## src/sv/tbl_mul.sv

```systemverilog
// tbl_mul: shift-add multiplier, one multiplier bit per cycle
// depends on nothing but its ports
`timescale 1ns / 1ps

module tbl_mul #(
    parameter int AW = 20,
    parameter int BW = 16
) (
    input  logic               clk,
    input  logic               rst_n,
    input  logic               go,
    input  logic [AW-1:0]      a,
    input  logic [BW-1:0]      b,
    output logic               done,
    output logic [AW+BW-1:0]   product
);
    localparam int CW = $clog2(BW + 1);

    logic [AW+BW-1:0] acc_reg, acc_next;
    logic [AW+BW-1:0] mcand_reg, mcand_next;
    logic [BW-1:0]    mplier_reg, mplier_next;
    logic [CW-1:0]    cnt_reg, cnt_next;
    logic             run_reg, run_next;

    always_ff @(posedge clk or negedge rst_n)
    begin
        if (!rst_n)
        begin
            run_reg <= 1'b0;
            cnt_reg <= '0;
        end
        else
        begin
            run_reg <= run_next;
            cnt_reg <= cnt_next;
        end
    end

    always_ff @(posedge clk)
    begin
        acc_reg    <= acc_next;
        mcand_reg  <= mcand_next;
        mplier_reg <= mplier_next;
    end

    always_comb
    begin
        run_next    = run_reg;
        cnt_next    = cnt_reg;
        acc_next    = acc_reg;
        mcand_next  = mcand_reg;
        mplier_next = mplier_reg;
        if (go)
        begin
            run_next    = 1'b1;
            cnt_next    = CW'(BW);
            acc_next    = '0;
            mcand_next  = {{BW{1'b0}}, a};
            mplier_next = b;
        end
        else if (run_reg)
        begin
            if (mplier_reg[0])
                acc_next = acc_reg + mcand_reg;
            mcand_next  = mcand_reg << 1;
            mplier_next = mplier_reg >> 1;
            cnt_next    = cnt_reg - 1'b1;
            if (cnt_reg == CW'(1))
                run_next = 1'b0;
        end
    end

    assign done    = run_reg && (cnt_reg == CW'(1));
    assign product = mplier_reg[0] ? acc_reg + mcand_reg : acc_reg;

endmodule

```

## config.mk

```make
export PLATFORM = sky130hd
export DESIGN_NAME = tbl_mul
export DESIGN_NICKNAME = d
export VERILOG_FILES = /design/src/sv/tbl_mul.sv
export SDC_FILE = /design/constraint.sdc
export NUM_CORES = 1
export LEC_CHECK = 0
export BUFFER_PORTS_ARGS = -buffer_cell sky130_fd_sc_hd__buf_2
export CAP_MARGIN = 15
export CORE_UTILIZATION = 30
export DETAILED_ROUTE_END_ITERATION = 16
export PLACE_DENSITY = 0.43
export SYNTH_ARGS = -nofsm -noshare
export SYNTH_HDL_FRONTEND = slang
export SYNTH_SLANG_ARGS = --single-unit
```

## constraint.sdc

```tcl
create_clock -name clk -period 9.31 [get_ports clk]
set_clock_uncertainty 0.2 [all_clocks]
set_input_delay 1.3965 -clock clk [delete_from_list [all_inputs] [get_ports clk]]
set_output_delay 1.3965 -clock clk [all_outputs]
set_load 0.005 [all_outputs]
```

# == Word level (Yosys, flattened, before mapping) ==
# Index checks and enable logic that the tools add are counted.
# Widths: inputs -> output; s select.
# totals
ff_bits,94
input_bits,39
out_inout_bits,37
wordCells,21
# op_classes
addsub,2
n_eq_ne,1
mux,10
n_reduce_logical,2
# ops
cell,n
$mux 20,2
$add 36x36->36,1
$mux 36,1
$mux 16,2
$mux 5,2
$eq 5x1->1 const B,1
$sub 5x1->5 const B,1
$mux 1,3
$reduce_bool 2->1,1
$logic_and 1x1->1,1

# == Logic depth before layout (Yosys ltp) ==
# Gate-level depths: netlist (run 1).
# logic_depth
ltp_word,4
mapped_depth,12
ltp_nobuf,12

# == Worst setup path after synthesis (run 1) ==
# OpenSTA, ideal clock, no wires.
# synth_timing
path_kind,reg-to-output
from,reg mcand_reg[8]
to,out product[33]
arrival_ps,2456
required_ps,7714
path_slack_ps,5257
stages_incl_launch_ff,11
n_path_buf,0
path_cell_list,edfxtp_1 ha_1 a21o_1 a21o_1 a221o_1 a31oi_4 o41ai_4 a31oi_4 nor3_2 o21a_1 o31ai_2
# synth_via
elab_chain_len,2
# synth_lines
element,line_no,source
start: declaration,20,"logic [AW+BW-1:0] mcand_reg, mcand_next;"
start signal: assignment,42,mcand_reg <= mcand_next;
$add 36x36->36,74,assign product = mplier_reg[0] ? acc_reg + mcand_reg : acc_reg;
$mux 36,-,
end: declaration,15,output logic [AW+BW-1:0] product
# No other way between the ends.

# == Worst setup path after layout (run 1) ==
# layout_timing
from,reg acc_reg[0]
to,out product[34]
# layout_via
elab_chain_len,2
# layout_lines
element,line_no,source
start: declaration,19,"logic [AW+BW-1:0] acc_reg, acc_next;"
start signal: assignment,41,acc_reg <= acc_next;
$add 36x36->36,74,
$mux 36,-,
# No other way between the ends.

==> results.json, run 1 <==
{
  "multi_input_comb_area_um2": 3580,
  "clkSinkCount": 94,
  "cts_hold_buf": 0,
  "dr_wl_met3_um": 432,
  "rsz0062_at_grt": "false",
  "max_freq_mhz": 201,
  "final-seq-area_um2": 2270,
  "cts_setup_buffers": 0,
  "vias": 4819,
  "start_util_pct": 30.8,
  "core_um2": 19700,
  "synth_top_cell_by_area": "edfxtp_1",
  "htree_levels": 3,
  "hold_end": "acc_reg[17]",
  "wirelength_mm": 15.5,
  "cp.arrival_ps": 3370,
  "p_leak_nw": 3.18,
  "nFillCells": 2075,
  "ys_seq_area_share_pct": 37.5,
  "grt_antenna_before_repair": 0,
  "hpwl_mm": 11.1,
  "finalWorstPathRequiredPeriod_ps": 4970,
  "powerDensity_nw_per_um2": 242,
  "slew_viol_final": 0,
  "wl_met2_mm": 7.13,
  "yosysWarnings": 0,
  "first_global_vias": 4785,
  "hold_violations": 0,
  "timing.critical_path.buf_inv": 2,
  "first_iter_violations": 261,
  "portBuffers": 75,
  "setup_violations": 0,
  "wl_per_cell_um": 16.1,
  "wl_met1_mm": 7.79,
  "clkTransAtPathRegs_ps": 70,
  "critPathMaxStageDelay_ps": 390,
  "synth_edf_count": 36,
  "cts_buffers": 9,
  "drcViolationCount": 0,
  "maxSlewHeadroom_pct": 22.9,
  "overflow": 0,
  "clock-root-buffer": "clkbuf_16",
  "highest_layer": "met4",
  "grt_start_max_net_pins": 59,
  "critPathLaunchType": "flip-flop",
  "die_x_um": 144,
  "first_pass_iters": 5,
  "postRouteAntennaNets": 0,
  "syn-cell-area_um2": 6060,
  "worst_slew_pin_slew_ps": 1150,
  "track_usage_pct": 15.6,
  "synth_nets": 717,
  "insertion_delay_ps": 360,
  "critPathMaxFanout": 5,
  "avgSynthCellArea_um2": 9.46,
  "hold_class": "reg -> reg",
  "timing.hold.ws_ps": 277,
  "fin_nets": 772,
  "cts_tree": "done",
  "grt_pass1_wl_mm": 24.9,
  "ys_seq_elements": 94,
  "slowest_stage": "fa_1",
  "cp_common_cell": "o2111ai_1",
  "vdd_ir_drop_max_mv": 0.112,
  "critical-path-top-delay-family": "compound AO/OA/AOI/OAI gates",
  "crit_type": "reg -> out",
  "synthFlopType": "dfxtp_1",
  "drive_above_1_share_pct": 24.0,
  "dp.cells": 949,
  "min_from": "acc_reg[17]",
  "tns_ps": 0,
  "syn_to_final_growth_pct": 15.2,
  "cts_buffer_depth": 2,
  "cts-resized-gates": 0,
  "status": "completed",
  "cap_violations": 0,
  "r2r_end": "acc_reg[34]",
  "syn_inst": 640,
  "synth_top_area_share_pct": 17.9,
  "io_pins": 76,
  "crit_chain": "ha_1 > inv_1 > fa_1 > nor2b_1 > o2111ai_1 > a21oi_1 > o2111ai_1 > a21oi_2 > o21ai_2 > a211oi_1 > o21ai_0 > o221ai_1 > buf_2",
  "worst_setup_path_end_kind": "output pin",
  "r2r_start": "acc_reg[0]",
  "r2r_setup_slack_ps": 6060,
  "gp_congestion": 0.869,
  "viasPerCell": 4.99,
  "num_rows": 51,
  "synth_area_leaders": "edfxtp_1, dfxtp_1, mux2_2",
  "fin_crit_sh_pct": 53.4,
  "antenna_cells": 0,
  "fp.dieArea_um2": 20800,
  "ys_async_sr_fraction_pct": 6.38,
  "hold_depth": 2,
  "stdcell_count": 965,
  "die_y_um": 144,
  "reg2reg_depth": 12,
  "worst_ep_required_time_ps": 7710,
  "ys_types": 60
}
==> area by class of cell <==
| cell class | count | area share (%) |
|---|---|---|
| inverters | 21 | 1.13 |
| multi-input cells | 491 | 51.3 |
| repair buffers | 78 | 5.74 |
| clock buffers | 9 | 3.23 |
| clock inverters | 7 | 1.24 |
| flip-flops and latches | 94 | 32.6 |
| well taps | 265 | 4.75 |
==> worst reg2reg max path, cell delays in order, from the launching register on <==
cell       delay, ps
dfxtp_1          370
ha_1             180
inv_1             50
fa_1             390
nor2b_1          170
o2111ai_1        190
a21oi_1          310
o2111ai_1        220
a21oi_2          270
o21ai_2          130
a211oi_1         310
o2111ai_1        150
nor3b_1          200
==> cell families (layout without fill, tap and decap cells) <==
family          after synthesis  count (layout)  synth area share, %
xor+xnor                     31              31                 4.48
buf+inv                      55             115                 3.45
flops                        94              94                 37.5
simple gates                185             185                 13.8
mux                          85              85                 15.2
compound gates              152             152                 17.6
fa+ha+maj                    38              38                 7.98
==> per-stage QoR <==
| stage | total power [mW] | instance area, um^2 | setup WS (ps) | utilization [%] |
|---|---|---|---|---|
| after floorplan | 1.08 | 6060 | 5260 | - |
| after global placement | 1.30 | 6660 | 4800 | 33.9 |
| after detailed placement | 1.30 | 6660 | 4700 | 33.9 |
| after CTS | 1.71 | 6980 | 4300 | 35.5 |
| after global routing | 1.81 | 6980 | 4060 | 35.5 |
| final | 1.69 | 6980 | 4340 | 35.5 |
==> layout by cell type, fill, tap and decap left out, drive strengths merged, types with 3 or more instances in the layout <==
master and count:
buf 78, nand2 64, nor2 60, mux2 56, a21oi 54, dfxtp 52
ha 37, edfxtp 36, mux2i 29, inv 26, a21o 22, xnor2 22
o21ai 19, nor3 15, nand3 13, o21bai 10, xor2 9, clkbuf 9
o21a 8, and3 6, and2 6, dfrtp 6, a31oi 5, a211oi 4
o2111ai 4, nor4 4, o31ai 4, nand2b 3, a221o 3, nand4 3
o211ai 3
==> cells in the mapped netlist, types with 14 or more instances <==
library cell / number
nor3_1: 14
a21oi_1: 53
clkbuf_1: 21
mux2i_1: 29
a21o_1: 22
edfxtp_1: 36
dfxtp_1: 52
nand2_1: 64
inv_1: 21
nor2_1: 60
mux2_2: 56
o21ai_0: 16
ha_1: 37
xnor2_1: 22
==> where the power goes <==
group	switching (mW)	leakage (nW)	internal, mW
clock network	0.183	0.151	0.215
logic	0.406	2.15	0.329
registers	0.0514	0.879	0.505
==> routing by layer <==
| layer | track usage (%) | up-vias |
|---|---|---|
| met5 | 0 | - |
| met4 | 4.03 | 0 |
| met3 | 2.95 | 11 |
| met2 | 25.9 | 64 |
| met1 | 20.7 | 2314 |
| li1 | - | 2430 |
==> how the worst max path moves through the flow <==
stage                  from     endpoint  slack (ps)  cells past startpoint
2_1_floorplan  mcand_reg[8]  product[33]        5260                     10
3_3_place_gp     acc_reg[0]  product[28]        4800                     13
3_5_place_dp   mcand_reg[0]  product[34]        4700                     13
4_1_cts          acc_reg[0]  product[34]        4300                     13
5_1_grt          acc_reg[0]  product[34]        4060                     13
6_report         acc_reg[0]  product[34]        4340                     13
Note: power is estimated with default switching activity, not from simulation.
==> inputs of run 2 (changes only) <==
Settings changed: ABC_AREA set to 1, PLACE_DENSITY 0.43 to 0.44.
Clock period 9.31 ns to 4.41 ns, I/O delays scaled along.
==> run 2 against run 1 <==
Against the previous run:
- total power increased by 69%
- area after synthesis rose by 7.5%
- via count is 25% higher
- sequential power increased by 94%
- final area up 7.4%
- setup slack worse by 3500 ps
- final cell count grew 38%
- hold slack got worse by 6.8 ps
- synthesized cell count rose by 54%
- register-to-register slack got worse by 4200 ps
- global-route usage grew 2.1 points
- utilization is 0.080 points lower
==> results.json, run 2 <==
{
  "fin_nets": 1130,
  "grt_util_met1_pct": 25.2,
  "cp.arrival_ps": 2710,
  "die_y_um": 149,
  "first_iter_violations": 322,
  "top_usage_layer": "met2",
  "yosysMostFrequentCell": "nand2_1",
  "grt_antenna_before_repair": 0,
  "insertion_delay_ps": 360,
  "fin_crit_sh_pct": 81.0,
  "wl_per_cell_um": 14.0,
  "synth_top_area_share_pct": 21.2,
  "overflow": 0,
  "vias": 6002,
  "critPathLaunchType": "flip-flop",
  "cap_violations": 0,
  "clkSinkCount": 94,
  "seq_power_share_pct": 38.0,
  "p_leak_nw": 3.87,
  "viasPerCell": 4.50,
  "startpoint": "mcand_reg[0]",
  "critPathMaxFanout": 3,
  "drive_above_1_share_pct": 13.3,
  "slew_viol_final": 0,
  "hold_class": "reg -> reg",
  "antenna_cells": 0,
  "tns_ps": 0,
  "clkTransAtPathRegs_ps": 70,
  "avgSynthCellArea_um2": 6.62,
  "status": "completed",
  "cp_common_cell": "nand2_1",
  "num_rows": 53,
  "p_int_mw": 1.82,
  "crit_chain": "ha_1 > inv_1 > fa_1 > inv_1 > nand3_1 > nand3_2 > nand2_1 > nand2_1 > nand2_1 > nand2_1 > nand2_1 > nand3_1 > nand3_1 > and2_1 > buf_2",
  "worst_ep_required_time_ps": 3550,
  "synth_nets": 1060,
  "critPathMaxStageDelay_ps": 430,
  "p_comb_share_pct": 33.1,
  "cts_buffer_depth": 2,
  "finalWorstPathRequiredPeriod_ps": 3570,
  "vdd_ir_drop_max_mv": 0.184,
  "clock-root-buffer": "clkbuf_16",
  "syn_to_final_growth_pct": 15.1,
  "crit_type": "reg -> out",
  "switchingPower_mw": 1.04,
  "die_x_um": 149,
  "rsz0062_at_grt": "false",
  "syn-cell-area_um2": 6510,
  "grt_pass1_wl_mm": 30.3,
  "ys_async_sr_fraction_pct": 6.38,
  "postRouteAntennaNets": 0,
  "mostFrequentLayoutCell": "nand2_1",
  "r2r_start": "mcand_reg[0]",
  "yosysWarnings": 0,
  "maxSlewHeadroom_pct": 24.6,
  "powerDensity_nw_per_um2": 381,
  "groute.layer.met2.usage_pct": 27.8,
  "portBuffers": 75,
  "worst_setup_path_end_kind": "output pin",
  "synth_edf_count": 36,
  "power.switching_fraction_pct": 36.3,
  "ys_types": 32,
  "min_from": "acc_reg[25]",
  "synth_top_cell_by_area": "nand2_1",
  "io_pins": 76,
  "slowest_stage": "fa_1",
  "use_met3_pct": 3.58,
  "timing.hold.ws_ps": 271,
  "start_util_pct": 30.8,
  "cts_setup_buffers": 0,
  "ys_seq_area_share_pct": 34.9,
  "synth_common_cells": "nand2_1, inv_1, nand3_1",
  "synth_area_leaders": "nand2_1, edfxtp_1, dfxtp_1",
  "track_usage_pct": 17.7,
  "cts_tree": "done",
  "synthFlopType": "dfxtp_1",
  "core_um2": 21200,
  "p_clk_share_pct": 29.0,
  "worst_slew_pin_slew_ps": 1130,
  "first_pass_iters": 4,
  "drcViolationCount": 0,
  "syn_inst": 983,
  "cts_buffers": 9,
  "wirelength_mm": 18.7,
  "fp.dieArea_um2": 22300,
  "max_freq_mhz": 280,
  "first_global_vias": 5745,
  "htree_levels": 3,
  "grt_start_max_net_pins": 58,
  "gp_congestion": 0.849,
  "hpwl_mm": 14.4,
  "ys_seq_elements": 94,
  "setup_violations": 0,
  "most-common-layout-cells": "nand2_1, inv_1, buf_2, nand3_1, dfxtp_1",
  "hold_violations": 0
}
run 2: final timing paths:
check | slack [ps] | to | depth (start not counted)
worst max-delay path | 840 | product[22] | 15
worst min-delay path | 270 | acc_reg[25] | 2
worst max register to register | 1880 | acc_reg[22] | 15
worst min register to register | 270 | acc_reg[25] | 2
max in group asynchronous | 3410 | cnt_reg[3] | 2
min in group asynchronous | 450 | cnt_reg[2] | 2
run 2: critical path, delay by kind of cell, from the launching register on:
family / cells / cell delay (ps)
adder cells (fa/ha/maj): 2 / 630
buffers and inverters: 3 / 290
flip-flops: 1 / 350
AND/OR/NAND/NOR: 10 / 1080
run 2: logic make-up (layout without fill, tap and decap cells):
| group | Yosys count | after routing | share of synthesized area, % |
|---|---|---|---|
| buf+inv | 169 | 244 | 9.92 |
| compound gates | 117 | 117 | 9.92 |
| simple gates | 547 | 547 | 35.4 |
| xor+xnor | 18 | 18 | 2.42 |
| flops | 94 | 94 | 34.9 |
| fa+ha+maj | 38 | 38 | 7.42 |
run 2: power groups by stage:
stage / Clock [mW] / Sequential (mW) / Combinational, mW
floorplan: 0 / 1.08 / 0.658
global placement: 0 / 1.10 / 0.960
detailed placement: 0 / 1.10 / 0.952
CTS: 0.854 / 1.08 / 0.959
global route: 0.883 / 1.10 / 1.08
finish: 0.827 / 1.08 / 0.945
run 2: per-stage QoR:
| stage | area (um^2) | power [mW] | instances | setup WS, ps | utilization [%] |
|---|---|---|---|---|---|
| 4_1_cts | 7490 | 2.90 | 1333 | 812 | 35.4 |
| 3_3_place_gp | 7180 | 2.06 | 1316 | 1250 | 34.0 |
| 2_1_floorplan | 6510 | 1.74 | 983 | 1730 | - |
| 6_report | 7490 | 2.86 | 1333 | 840 | 35.4 |
| 5_1_grt | 7490 | 3.07 | 1333 | 620 | 35.4 |
| 3_5_place_dp | 7180 | 2.06 | 1316 | 1230 | 34.0 |
run 2: routing by layer:
layer  vias to the layer above  wire, um
met3                        10       703
met4                         0       127
met1                      2658      9760
met5                         -         0
li1                       3234         -
met2                       100      8120
run 2: timing repair:
| item | 4_1_cts | 5_1_grt |
|---|---|---|
| gates resized for setup | 0 | 0 |
| endpoints found under the hold margin | 6 | 0 |
| hold buffers | 1 | 0 |
run 2: area by class of cell:
| class | count | area [um^2] |
|---|---|---|
| fillers | 2309 | 13700 |
| inverters | 145 | 544 |
| clock inverters | 6 | 67.6 |
| clock buffers | 10 | 229 |
| well taps | 275 | 344 |
| repair buffers | 83 | 438 |
| flip-flops and latches | 94 | 2270 |
| multi-input cells | 720 | 3600 |
==> inputs of run 3 (changes only) <==
Settings changed: ABC_AREA 1 to 0, PLACE_DENSITY 0.44 to 0.43.
Clock period 4.41 ns to 3.7 ns, I/O delays scaled along.
==> run 3 against run 2 <==
Against the previous run:
- the run now ends with setup timing left
- clock power grew 15%
- utilization increased by 4.3 points
- via count is 16% lower
- setup slack lost 950 ps
- flip-flop and latch count unchanged
- critical path type unchanged
- critical endpoint is now product[26]
==> results.json, run 3 (same netlist as run 1, synthesis figures left out) <==
{
  "status": "complete, but fails checks",
  "violations": "setup timing",
  "num_rows": 51,
  "powerDensity_nw_per_um2": 602,
  "hold_violations": 0,
  "startpoint": "mcand_reg[0]",
  "die_x_um": 144,
  "die_y_um": 144,
  "clkTransAtPathRegs_ps": 70,
  "drcViolationCount": 0,
  "setup_slack_ps": -108,
  "mostFrequentLayoutCell": "buf_2",
  "maxSlewHeadroom_pct": 40.0,
  "worst_ep_required_time_ps": 2940,
  "first_pass_iters": 4,
  "syn_to_final_growth_pct": 28.9,
  "cp.arrival_ps": 3050,
  "reg2reg_depth": 12,
  "endpoint": "product[26]",
  "wirelength_mm": 16.4,
  "r2r_start": "mcand_reg[19]",
  "vias": 5028,
  "first_global_vias": 5002,
  "p_leak_nw": 3.50,
  "setup_violations": 10,
  "start_util_pct": 30.8,
  "hpwl_mm": 11.4,
  "cts_buffer_depth": 2,
  "cts_buffers": 9,
  "fp.dieArea_um2": 20800,
  "crit_type": "reg -> out",
  "cts_tree": "done",
  "overflow": 0,
  "fin_crit_sh_pct": 103,
  "place_ws_ps": -73.1,
  "critPathLaunchType": "flip-flop",
  "drive_above_1_share_pct": 35.5,
  "max_freq_mhz": 263,
  "io_pins": 76,
  "grt_pass1_wl_mm": 26.4,
  "clkSinkCount": 94,
  "gp_congestion": 0.851,
  "grt_start_max_net_pins": 62,
  "cap_violations": 0,
  "grt_antenna_before_repair": 0,
  "most-common-layout-cells": "buf_2, nand2_1, nor2_1, dfxtp_1, mux2_2",
  "antenna_cells": 0,
  "clock-root-buffer": "clkbuf_16",
  "rsz0062_at_grt": "true",
  "postRouteAntennaNets": 0,
  "slew_viol_final": 0,
  "viasPerCell": 4.99,
  "worst_setup_path_end_kind": "output pin",
  "htree_levels": 3,
  "min_from": "a[0]",
  "vdd_ir_drop_max_mv": 0.308,
  "r2r_end": "acc_reg[32]",
  "portBuffers": 75,
  "wl_per_cell_um": 16.2,
  "hold_class": "in -> reg",
  "finalWorstPathRequiredPeriod_ps": 3810,
  "fin_nets": 815,
  "first_iter_violations": 257,
  "track_usage_pct": 16.4,
  "insertion_delay_ps": 360,
  "core_um2": 19700,
  "critPathMaxFanout": 3,
  "total_power_mw": 4.70,
  "r2r_setup_slack_ps": 550,
  "worst_slew_pin_slew_ps": 896
}
==> run 3: cell count changes in the layout (fill, tap and decap cells not counted), sizes merged, moves of 10 or more <==
cell,delta
o21ai,-34
or2,-17
o22ai,-17
xnor2,+10
mux2i,+29
buf,+38
nand2,-313
mux2,+56
and2,-11
a21o,+22
nand3,-54
inv,-120
a21oi,+15
==> run 3: critical path, cell delays in order, from the launching register on <==
cell	delay, ps
edfxtp_1	360
ha_2	190
inv_2	40
fa_2	370
nor2b_4	160
o2111ai_4	150
a21oi_4	220
o2111ai_4	180
a21oi_4	220
buf_6	130
buf_4	110
nor2_4	40
xnor2_2	160
mux2_4	270
buf_6	110
==> run 3: report_power, final <==
group	switching [mW]	internal (mW)	leakage [nW]	total [mW]
Combinational	1.17	1.14	2.47	2.31
Clock	0.470	0.480	0.148	0.950
Sequential	0.160	1.27	0.879	1.43
==> run 3: layer usage <==
metal / GRT usage (%) / share of wire [%] / wire, um
met1: 21.8 / 48 / 7790
met2: 27.1 / 47 / 7750
met3: 2.85 / 3.9 / 642
met4: 4.48 / 1.1 / 180
met5: 0 / 0 / 0
==> run 3: how the worst min path moves through the flow <==
| stage | end | slack [ps] | cells after the start |
|---|---|---|---|
| 4_1_cts | mcand_reg[0] | 270 | 2 |
| 3_3_place_gp | cnt_reg[4] | 180 | 1 |
| 3_5_place_dp | cnt_reg[2] | 190 | 1 |
| 6_report | mcand_reg[0] | 280 | 2 |
| 2_1_floorplan | cnt_reg[0] | 60 | 0 |
| 5_1_grt | mcand_reg[0] | 280 | 2 |
==> run 3: final cells by class <==
class | instances | area [um^2]
clock inverter | 7 | 73.8
timing repair buffer | 121 | 782
sequential | 94 | 2270
fill | 1999 | 11800
tap | 265 | 332
inverter | 21 | 78.8
multi-input combinational | 491 | 4040
clock buffer | 9 | 225
==> run 3: timing repair <==
item / CTS / global route
endpoints found under the setup margin: 23 / 24
buffers inserted: 18 / 15
pin swaps: 32 / 21
hold endpoints to repair: 6 / 0
hold buffers: 1 / 0
gates resized for setup: 59 / 42
==> run 3: metrics by stage <==
stage | std cells | area [um^2] | hold slack [ps] | utilization (%) | setup TNS, ps
floorplan | 640 | 6060 | 59.4 | - | 0
global placement | 959 | 6740 | 182 | 34.3 | 0
detailed placement | 959 | 6740 | 186 | 34.3 | -88.1
CTS | 993 | 7480 | 267 | 38.0 | -713
global route | 1008 | 7810 | 278 | 39.7 | -2810
finish | 1008 | 7810 | 282 | 39.7 | -534
